File: src/assert_macros.svh
// Assertion macros shared by the Zobrist hash RTL.
// Each macro expects a clock named clk and a synchronous reset named rst in scope.
`ifndef ASSERT_MACROS_SVH
`define ASSERT_MACROS_SVH

// Same-cycle implication.
`define ASSERT_IMPLIES(label, ante, cons, msg) \
  label: assert property (@(posedge clk) disable iff (rst) (ante) |-> (cons)) \
    else $error(msg);

// Next-cycle implication.
`define ASSERT_NEXT(label, ante, cons, msg) \
  label: assert property (@(posedge clk) disable iff (rst) (ante) |=> (cons)) \
    else $error(msg);

`endif

File: src/zph_pkg.sv
// Shared types and constants for the Zobrist position hash.
// No dependencies; imported by every module of the block but zph_ram.
`timescale 1ns / 1ps

package zph_pkg;

  localparam int KEY_W    = 64;
  localparam int SQUARE_W = 6;
  localparam int PIECE_W  = 4;
  localparam int FUNC_W   = 2;

  // Row of the key table used for en passant targets
  localparam int EP_ROW = 12;

  // Input function codes
  localparam logic [FUNC_W-1:0] FUNC_LOAD   = 2'd0;
  localparam logic [FUNC_W-1:0] FUNC_SQUARE = 2'd1;
  localparam logic [FUNC_W-1:0] FUNC_FINISH = 2'd2;

  // Configuration port
  localparam int CFG_ADDR_W = 6;
  localparam int CFG_DATA_W = 64;
  localparam int REG_IDX_W  = 3;
  localparam logic [REG_IDX_W-1:0] REG_SIDE = 3'd0;
  localparam logic [REG_IDX_W-1:0] REG_WKS  = 3'd1;
  localparam logic [REG_IDX_W-1:0] REG_WQS  = 3'd2;
  localparam logic [REG_IDX_W-1:0] REG_BKS  = 3'd3;
  localparam logic [REG_IDX_W-1:0] REG_BQS  = 3'd4;

  // Decoded operation carried from front to back
  typedef enum logic [1:0] {
    OP_LOAD,
    OP_SQUARE,
    OP_FINISH
  } op_t;

  // Finish-time mixing flags
  typedef struct packed {
    logic ep;
    logic wtm;
    logic wks;
    logic wqs;
    logic bks;
    logic bqs;
  } fin_flags_t;

  typedef struct packed {
    op_t                 op;
    logic [SQUARE_W-1:0] square;
    logic [PIECE_W-1:0]  row;
    logic [KEY_W-1:0]    key;
    fin_flags_t          flags;
  } cmd_t;

  // Side and castling keys from the register file
  typedef struct packed {
    logic [KEY_W-1:0] side;
    logic [KEY_W-1:0] wks;
    logic [KEY_W-1:0] wqs;
    logic [KEY_W-1:0] bks;
    logic [KEY_W-1:0] bqs;
  } cfg_keys_t;

  // Back-end status for checking
  typedef struct packed {
    logic pop;
    logic s2_stall;
    logic fin_done;
    logic hash_zero;
  } back_status_t;

endpackage

File: src/zph_front.sv
// Input front end: range checks and classifies items into queue commands.
// Depends on zph_pkg.
`timescale 1ns / 1ps

module zph_front import zph_pkg::*; #(
  parameter int SQUARES    = 64,
  parameter int TABLE_ROWS = 13
) (
  input  logic                item_valid,
  output logic                item_ready,
  input  logic [FUNC_W-1:0]   func,
  input  logic [SQUARE_W-1:0] square,
  input  logic [PIECE_W-1:0]  piece,
  input  logic [KEY_W-1:0]    key_value,
  input  logic                en_passant_valid,
  input  logic                white_to_move,
  input  logic                white_king_side,
  input  logic                white_queen_side,
  input  logic                black_king_side,
  input  logic                black_queen_side,
  output logic                push_valid,
  input  logic                push_ready,
  output cmd_t                push_data
);

  localparam bit EP_ROW_PRESENT = (TABLE_ROWS > EP_ROW);

  logic square_ok;
  logic slot_ok;
  logic keep;

  assign square_ok = (32'(square) < SQUARES);
  assign slot_ok   = square_ok && (32'(piece) < TABLE_ROWS);

  // Decode; out-of-range slots and the unused code are dropped on accept
  always_comb begin
    keep           = 1'b0;
    push_data      = '0;
    push_data.op   = OP_SQUARE;
    push_data.square = square;
    push_data.row  = piece;
    push_data.key  = key_value;
    case (func)
      FUNC_LOAD: begin
        keep         = slot_ok;
        push_data.op = OP_LOAD;
      end
      FUNC_SQUARE: begin
        keep         = slot_ok;
        push_data.op = OP_SQUARE;
      end
      FUNC_FINISH: begin
        keep               = 1'b1;
        push_data.op       = OP_FINISH;
        push_data.row      = PIECE_W'(EP_ROW);
        push_data.flags.ep = en_passant_valid && square_ok && EP_ROW_PRESENT;
        push_data.flags.wtm = white_to_move;
        push_data.flags.wks = white_king_side;
        push_data.flags.wqs = white_queen_side;
        push_data.flags.bks = black_king_side;
        push_data.flags.bqs = black_queen_side;
      end
      default: begin
        keep = 1'b0;
      end
    endcase
  end

  assign item_ready = push_ready;
  assign push_valid = item_valid && keep;

endmodule

File: config.mk
export PLATFORM = sky130hd
export DESIGN_NAME = zph_front
export DESIGN_NICKNAME = d
export VERILOG_FILES = /design/src/assert_macros.svh /design/src/zph_pkg.sv /design/src/zph_front.sv
export SDC_FILE = /design/constraint.sdc
export NUM_CORES = 1
export LEC_CHECK = 0
export BUFFER_PORTS_ARGS = -buffer_cell sky130_fd_sc_hd__buf_4
export CAP_MARGIN = 40
export CELL_PAD_IN_SITES_DETAIL_PLACEMENT = 1
export CELL_PAD_IN_SITES_GLOBAL_PLACEMENT = 1
export CORE_AREA = 2 2 58 114
export DETAILED_ROUTE_END_ITERATION = 10
export DIE_AREA = 0 0 60 116
export GPL_ROUTABILITY_DRIVEN = 1
export PLACE_DENSITY = 0.8
export SETUP_SLACK_MARGIN = 0.4
export SYNTH_ARGS = -nofsm -noshare
export SYNTH_HDL_FRONTEND = slang
export SYNTH_SLANG_ARGS = --single-unit
File: constraint.sdc
create_clock -name vclk -period 0.8
set_input_delay 0 -clock vclk [all_inputs]
set_output_delay 0 -clock vclk [all_outputs]
set_load 0.1 [all_outputs]
==> impl_results.md <==
* Post-Layout Cell Count at between 100 and 150
* Hold/Removal Path Class: input port to output port
* Post-Synthesis Cells at 88
* Post-synth design cell area at 646 um2
* Yosys warns at 0
* Final Util at 0.116
* Crit path time final at 0.654 ns
* WHS Path Cells at 0
* Worst VDD drop at 0.0000861 V
* Least-Margin Pin Slew at 0.281 ns
* Area growth syn-to-layout at 8.53%
* Hold Vio Cnt, Final at 0
* Pre-antenna DRT Iters at 2
* Clock buffer cells at 0
* Row count at 40
* I/O Buffers at 26
* Worst slew margin at 0.814
* Largest net degree at the start of global routing at 7
* Count of different cell masters after synthesis at 10
* First-pass GRT wire length at between 2 and 3 mm
* Die area at 6960 um2
* GRT Total Usage at 0.0657
* Die Wd at 60 um
* Drt drc at 0
* Synth Area per Inst at 7.34 um2
* Setup Viol. Count Final at 0
* DR WL/cell at 19.4 um
* Startpoint Class: input port
* Post-DRT Antenna Nets at 0
* Final Cell Area at 701 um2
* RSZ-0062 raised after global routing: true
* Hold WS at 0.0000279 ns
* Nets at between 100 and 150
* Commonest non-fill, non-tap cell in the layout: buf_12
* Initial Util at 0.107
* Post-synthesis sequential area ratio at 0
* P per Cell Area at 846 nW/um2
* Fill cells at 688
* CP Data Arrival Time at 0.65 ns
* Vias post-DR at 351
* Top cell type by total area after synthesis: buf_4
* CP Data Required Time at 0.80 ns
* WL final at 2.54 mm
* Num sequential at 0
* Kind of critical path: input port to output port
* Tcrit/Tclk final at 0.818
* Layout cell share with drive strength beyond 1 at 1.00
* Final Slew Violations at 0
* Status: finished, final reports clean
* Fmax at roughly 1500 MHz
* Syn Nets at 172
* Core ar. at 6060 um2
* Final worst slack at 0.146 ns
* Post-Place Setup Slack at -0.0424 ns
* DR vias/cell at 2.68
* HPWL after DPL at 2.05 mm
* Worst Hold End: push_data[50]
* Die Ht at 116 um
* Top post-synthesis cells by area: buf_4, and2_1, nor2b_4
* MaxCap Viol Count at 0
* Number of global-route vias before repair at between 400 and 500
* Hold_buf cts at 0
* Placement Cell Area at ~480 um2
* Yosys top cell area share at 0.826
* Min-delay src: key_value[44]
* ANT cells at 0
* Inst Count DP at 129
* DRT iter0 DRCs at 5
* CP Capture Type: output port
* GR Overflow Total at 0
* Initial antenna violation count at 0
* I/O pin cnt at about 170
* CP Max Fanout at 5
* Gpl congestion at about 0.46
* Sequential cell area at 0 um2
* Leak at ~0.3 nW
* Most frequent cells in the layout: buf_12, buf_4, and2_4, buf_6, nor2b_4
-- how the worst max path moves through the flow --
| stage | from | end | slack, ns | depth (start not counted) |
|---|---|---|---|---|
| 2_1_floorplan | func[1] | push_data[71] | -0.001 | 3 |
| 3_3_place_gp | func[0] | push_data[3] | -0.02 | 4 |
| 3_5_place_dp | func[0] | push_data[5] | -0.04 | 4 |
| 4_1_cts | func[1] | push_data[70] | 0.14 | 5 |
| 5_1_grt | func[1] | push_data[70] | 0.12 | 5 |
| 6_report | func[1] | push_data[70] | 0.15 | 5 |
-- layer usage --
| metal | global-route usage | vias to the layer above | part of all wire |
|---|---|---|---|
| met4 | 0.104 | 0 | 0.18 |
| met3 | 0.0491 | 52 | 0.27 |
| met5 | 0 | - | 0 |
| met2 | 0.127 | 66 | 0.49 |
| li1 | - | 114 | - |
| met1 | 0.00738 | 119 | 0.068 |
-- cell usage after synthesis --
master	n
and2_1	6
buf_4	71
buf_6	1
clkbuf_1	1
nand2_1	2
nor2_1	1
nor2b_1	2
nor2b_4	1
o311a_1	1
or2_1	2
-- critical path, cell delays in order --
cell and delay, ns:
buf_8 0.10, nor2b_4 0.14, buf_6 0.12, nor2b_4 0.11, buf_12 0.18
-- metrics by stage --
stage	setup TNS (ns)	total power, mW
final	0	0.592
after floorplan	-0.00100	2.01
after global placement	-0.0610	0.455
after global routing	0	0.610
after CTS	0	0.588
after detailed placement	-0.261	0.458
-- power by group --
part | internal [mW] | switching (mW)
Sequential | 0 | 0
Combinational | 0.247 | 0.345
Clock | 0 | 0
Total | 0.247 | 0.345
-- kinds of logic (layout without fill, tap and decap cells) --
| logic type | count (synthesis) | after routing | share of synthesized area |
|---|---|---|---|
| AOI/OAI and AO/OA | 1 | 1 | 0.0155 |
| buffers and inverters | 73 | 31 | 0.849 |
| and+or+nand+nor | 14 | 15 | 0.136 |
-- final cells by class --
type / instances / area (um2) / area share
Multi-Input combinational cell: 16 / 175 / 0.250
Tap cell: 84 / 105 / 0.150
Timing Repair Buffer: 31 / 420 / 0.600
-- what timing repair did --
| item | CTS | global route |
|---|---|---|
| resized for setup | 48 | 2 |
| buffers inserted | 1 | 0 |
| endpoints found under the setup margin | 13 | 12 |
| pin swaps | 7 | 4 |
| cloned | 1 | 0 |
Note: power is estimated with default switching activity, not from simulation.
