--- config.mk ---
export PLATFORM = sky130hd
export DESIGN_NAME = zph_queue
export DESIGN_NICKNAME = d
export VERILOG_FILES = /design/src/assert_macros.svh /design/src/zph_pkg.sv /design/src/zph_queue.sv
export SDC_FILE = /design/constraint.sdc
export NUM_CORES = 1
export LEC_CHECK = 0
export BUFFER_PORTS_ARGS = -buffer_cell sky130_fd_sc_hd__buf_2
export CAP_MARGIN = 20
export CORE_AREA = 3 3 207 108
export DETAILED_ROUTE_END_ITERATION = 10
export DIE_AREA = 0 0 210 111
export GPL_TIMING_DRIVEN = 0
export PLACE_DENSITY = 0.52
export RECOVER_POWER = 100
export SKIP_CTS_REPAIR_TIMING = 1
export SLEW_MARGIN = 15
export SYNTH_ARGS = -nofsm -noshare
export SYNTH_HDL_FRONTEND = slang
export SYNTH_SLANG_ARGS = --single-unit
--- constraint.sdc ---
create_clock -name clk -period 7.8 [get_ports clk]
set_input_delay 0.78 -clock clk [delete_from_list [all_inputs] [get_ports clk]]
set_output_delay 0.78 -clock clk [all_outputs]
set_load 0.1 [all_outputs]
--- src/assert_macros.svh ---
// Assertion macros shared by the Zobrist hash RTL.
// Each macro expects a clock named clk and a synchronous reset named rst in scope.
`ifndef ASSERT_MACROS_SVH
`define ASSERT_MACROS_SVH

// Same-cycle implication.
`define ASSERT_IMPLIES(label, ante, cons, msg) \
  label: assert property (@(posedge clk) disable iff (rst) (ante) |-> (cons)) \
    else $error(msg);

// Next-cycle implication.
`define ASSERT_NEXT(label, ante, cons, msg) \
  label: assert property (@(posedge clk) disable iff (rst) (ante) |=> (cons)) \
    else $error(msg);

`endif

--- src/zph_pkg.sv ---
// Shared types and constants for the Zobrist position hash.
// No dependencies; imported by every module of the block but zph_ram.
`timescale 1ns / 1ps

package zph_pkg;

  localparam int KEY_W    = 64;
  localparam int SQUARE_W = 6;
  localparam int PIECE_W  = 4;
  localparam int FUNC_W   = 2;

  // Row of the key table used for en passant targets
  localparam int EP_ROW = 12;

  // Input function codes
  localparam logic [FUNC_W-1:0] FUNC_LOAD   = 2'd0;
  localparam logic [FUNC_W-1:0] FUNC_SQUARE = 2'd1;
  localparam logic [FUNC_W-1:0] FUNC_FINISH = 2'd2;

  // Configuration port
  localparam int CFG_ADDR_W = 6;
  localparam int CFG_DATA_W = 64;
  localparam int REG_IDX_W  = 3;
  localparam logic [REG_IDX_W-1:0] REG_SIDE = 3'd0;
  localparam logic [REG_IDX_W-1:0] REG_WKS  = 3'd1;
  localparam logic [REG_IDX_W-1:0] REG_WQS  = 3'd2;
  localparam logic [REG_IDX_W-1:0] REG_BKS  = 3'd3;
  localparam logic [REG_IDX_W-1:0] REG_BQS  = 3'd4;

  // Decoded operation carried from front to back
  typedef enum logic [1:0] {
    OP_LOAD,
    OP_SQUARE,
    OP_FINISH
  } op_t;

  // Finish-time mixing flags
  typedef struct packed {
    logic ep;
    logic wtm;
    logic wks;
    logic wqs;
    logic bks;
    logic bqs;
  } fin_flags_t;

  typedef struct packed {
    op_t                 op;
    logic [SQUARE_W-1:0] square;
    logic [PIECE_W-1:0]  row;
    logic [KEY_W-1:0]    key;
    fin_flags_t          flags;
  } cmd_t;

  // Side and castling keys from the register file
  typedef struct packed {
    logic [KEY_W-1:0] side;
    logic [KEY_W-1:0] wks;
    logic [KEY_W-1:0] wqs;
    logic [KEY_W-1:0] bks;
    logic [KEY_W-1:0] bqs;
  } cfg_keys_t;

  // Back-end status for checking
  typedef struct packed {
    logic pop;
    logic s2_stall;
    logic fin_done;
    logic hash_zero;
  } back_status_t;

endpackage

--- src/zph_queue.sv ---
// Two-entry command queue between the decode front and the execute back.
// Depends on zph_pkg for cmd_t.
`timescale 1ns / 1ps

module zph_queue import zph_pkg::*; (
  input  logic clk,
  input  logic rst,
  input  logic push_valid,
  output logic push_ready,
  input  cmd_t push_data,
  output logic pop_valid,
  input  logic pop_ready,
  output cmd_t pop_data
);

  cmd_t       entries [2];
  logic       wr_ptr;
  logic       rd_ptr;
  logic [1:0] count;
  logic       do_push;
  logic       do_pop;

  assign push_ready = (count != 2'd2);
  assign pop_valid  = (count != 2'd0);
  assign pop_data   = entries[rd_ptr];
  assign do_push    = push_valid && push_ready;
  assign do_pop     = pop_valid && pop_ready;

  // Entry storage
  always_ff @(posedge clk) begin
    if (do_push) begin
      entries[wr_ptr] <= push_data;
    end
  end

  // Pointers and occupancy
  always_ff @(posedge clk) begin
    if (rst) begin
      wr_ptr <= 1'b0;
      rd_ptr <= 1'b0;
      count  <= 2'd0;
    end else begin
      if (do_push) begin
        wr_ptr <= ~wr_ptr;
      end
      if (do_pop) begin
        rd_ptr <= ~rd_ptr;
      end
      if (do_push && !do_pop) begin
        count <= count + 2'd1;
      end else if (do_pop && !do_push) begin
        count <= count - 2'd1;
      end
    end
  end

endmodule

==> flow_metrics.env <==
export IMPL_fin_tns_setup_ps=0
export IMPL_tightest_slew_ps=3300
export IMPL_synth_top_area_share_pct=80.3
export IMPL_vias=3139
export IMPL_ys_ff_latch=169
export IMPL_use_met1_pct=11.9
export IMPL_cts_sinks=169
export IMPL_die_w_um=210
export IMPL_path_delay_family="buffers and inverters"
export IMPL_rsz0062_at_grt="false"
export IMPL_required_ps=7760
export IMPL_routed_wl_um=12600
export IMPL_avgRoutedWirePerCell_um=16.7
export IMPL_cp_start_kind="flip-flop"
export IMPL_violations="capacitance limit, slew limit"
export IMPL_grt_start_max_net_pins=55
export IMPL_max_cap_violations=3
export IMPL_synth_area_sq_um=6140
export IMPL_yosys_warnings=0
export IMPL_drc=0
export IMPL_die_area_sq_um=23300
export IMPL_cts_buffers=17
export IMPL_antenna_found_initial=1
export IMPL_cts_root_buf="clkbuf_16"
export IMPL_firstDrtPassIters=5
export IMPL_drtIter0Drc=112
export IMPL_slew_headroom_pct=-120
export IMPL_timing_worst_setup_path_type="flip-flop to flip-flop"
export IMPL_synth_area_top_cells="edfxtp_1 80%, mux2_2 15%, dfxtp_1 1.6%"
export IMPL_synthesis_nets=366
export IMPL_avgSynthCellArea_sq_um=22.0
export IMPL_core_area_sq_um=20500
export IMPL_vias_per_cell=4.16
export IMPL_die_h_um=111
export IMPL_drv_slew=140
export IMPL_synth_most_common_cell="edfxtp_1"
export IMPL_holdCritPathClass="flip-flop to flip-flop"
export IMPL_place_inst=723
export IMPL_synth_cell_types=18
export IMPL_critPathMaxStageDelay_ps=2230
export IMPL_clk_latency_ps=410
export IMPL_outcome="finished with violations"
export IMPL_multi_input_area_sq_um=1040
export IMPL_hold_violations=0
export IMPL_first_global_vias=3450
export IMPL_cts_htree_levels=4
export IMPL_antenna_left=0
export IMPL_grt_pass1_wl_um=19100
export IMPL_clk_pin_slew_worst_paths_ps=60
export IMPL_final_nets=556
export IMPL_synth_commonest_cells="164 x edfxtp_1, 82 x mux2_2, 8 x buf_4"
export IMPL_fin_crit_sh_pct=59.6
export IMPL_cts_buffer_depth=2
export IMPL_grt_usage_pct=10.9
export IMPL_layout_drive_gt1_share_pct=37.2
export IMPL_stdcell_count=755
export IMPL_num_rows=37
export IMPL_setup_ws_ps=3150
export IMPL_routabilityCongestion=0.677
export IMPL_grtUsageMet2_pct=20.4
export IMPL_dp_hpwl_um=8620
export IMPL_yosysSeqAreaShare_pct=81.9
export IMPL_overflow=0
export IMPL_syn_to_final_growth_pct=26.5
export IMPL_cp_max_fo=51
export IMPL_register_area_sq_um=5020
export IMPL_setup_violations=0
export IMPL_cp_slowest_cell="clkbuf_1"
export IMPL_clock_skew_ps=7.40
export IMPL_nFillCells=1966
export IMPL_arrival_ps=4600
export IMPL_synth_ff_type="edfxtp_1"
export IMPL_period_needed_ps=4650
export IMPL_syn_inst=279
export IMPL_synth_edf_count=164
export IMPL_start_util_pct=29.9
export IMPL_io_pins=170
export IMPL_crit_chain="nand2b_1 -> and3_1 -> clkbuf_1"
export IMPL_port_buffers=169
export IMPL_grt_busiest_layer="met2"
export IMPL_grt_use_met3_pct=3.14
export IMPL_cts_tree="yes"
export IMPL_pre_cts_slack_ps=5480
export IMPL_crit_buf_inv=1
export IMPL_synth_top_area_cell="edfxtp_1"
export IMPL_cp_end_kind="flip-flop"
export IMPL_async_reset_ff_share_pct=0
export IMPL_fmax_mhz=215
## worst paths after layout
kind	depth (start not counted)	slack, ps	start	end
worst max register to register	3	3150	count[0]	entries[1][10]
worst max-delay path	3	3150	count[0]	entries[1][10]
worst min-delay path	2	510	rd_ptr	flip-flop
worst min register to register	2	510	rd_ptr	flip-flop
## state kept, by name, indices dropped and copies added (netlist names), named ones only
name and count:
count 2, wr_ptr 1, entries 164, rd_ptr 1
## kinds of logic (layout without fill, tap and decap cells)
group / count (synthesis) / after routing / synth area share [%]
DFF: 169 / 169 / 81.9
muxes: 82 / 82 / 15.0
buffers and inverters: 10 / 212 / 1.12
and+or+nand+nor: 9 / 9 / 0.816
AOI/OAI and AO/OA: 5 / 5 / 0.489
xor gates and xnor gates: 3 / 3 / 0.428
adders and majority gates: 1 / 1 / 0.204
other: 0 / 1 / 0
## stage by stage
| stage | utilization (%) | cell area [sq um] | hold WS (ps) |
|---|---|---|---|
| 3_5_place_dp | 36.0 | 7390 | 488 |
| 6_report | 37.8 | 7760 | 512 |
| 3_3_place_gp | 35.7 | 7320 | 486 |
| 5_1_grt | 37.8 | 7760 | 520 |
| 4_1_cts | 38.9 | 7970 | 514 |
| 2_1_floorplan | - | 6140 | 471 |
## layout by cell type (no fill, tap or decap), drive strengths merged
cell,n
a21bo,1
a21oi,2
and2,1
and3,1
buf,67
bufinv,3
clkbuf,132
clkinv,7
clkinvlp,3
dfxtp,5
diode,1
edfxtp,164
ha,1
mux2,82
nand2b,1
nand3b,1
nor2,3
o21ai,2
or2,1
or3,1
xor2,3
## layer usage
metal | vias to the layer above | wire length [um]
met5 | - | 0
met4 | 0 | 126
met3 | 7 | 390
met2 | 62 | 7070
met1 | 1588 | 5000
li1 | 1482 | -
## tightest hold or removal path, stage by stage (launching register included)
cell	delay, ps
dfxtp_1	330
xor2_1	80
nor2_1	70
## layout make-up
type / count / share of cell area [%]
plain buffers: 9 / 0.435
multi-input cells: 100 / 13.4
well taps: 273 / 4.40
inverters: 1 / 0.0645
diodes: 1 / 0.0322
clock inverters: 12 / 1.97
flip-flops and latches: 169 / 64.7
clock buffers: 19 / 5.58
repair buffers: 171 / 9.35
Power is not shown: default switching activity piles up to over one toggle a cycle in this logic, so the estimate is an artifact.
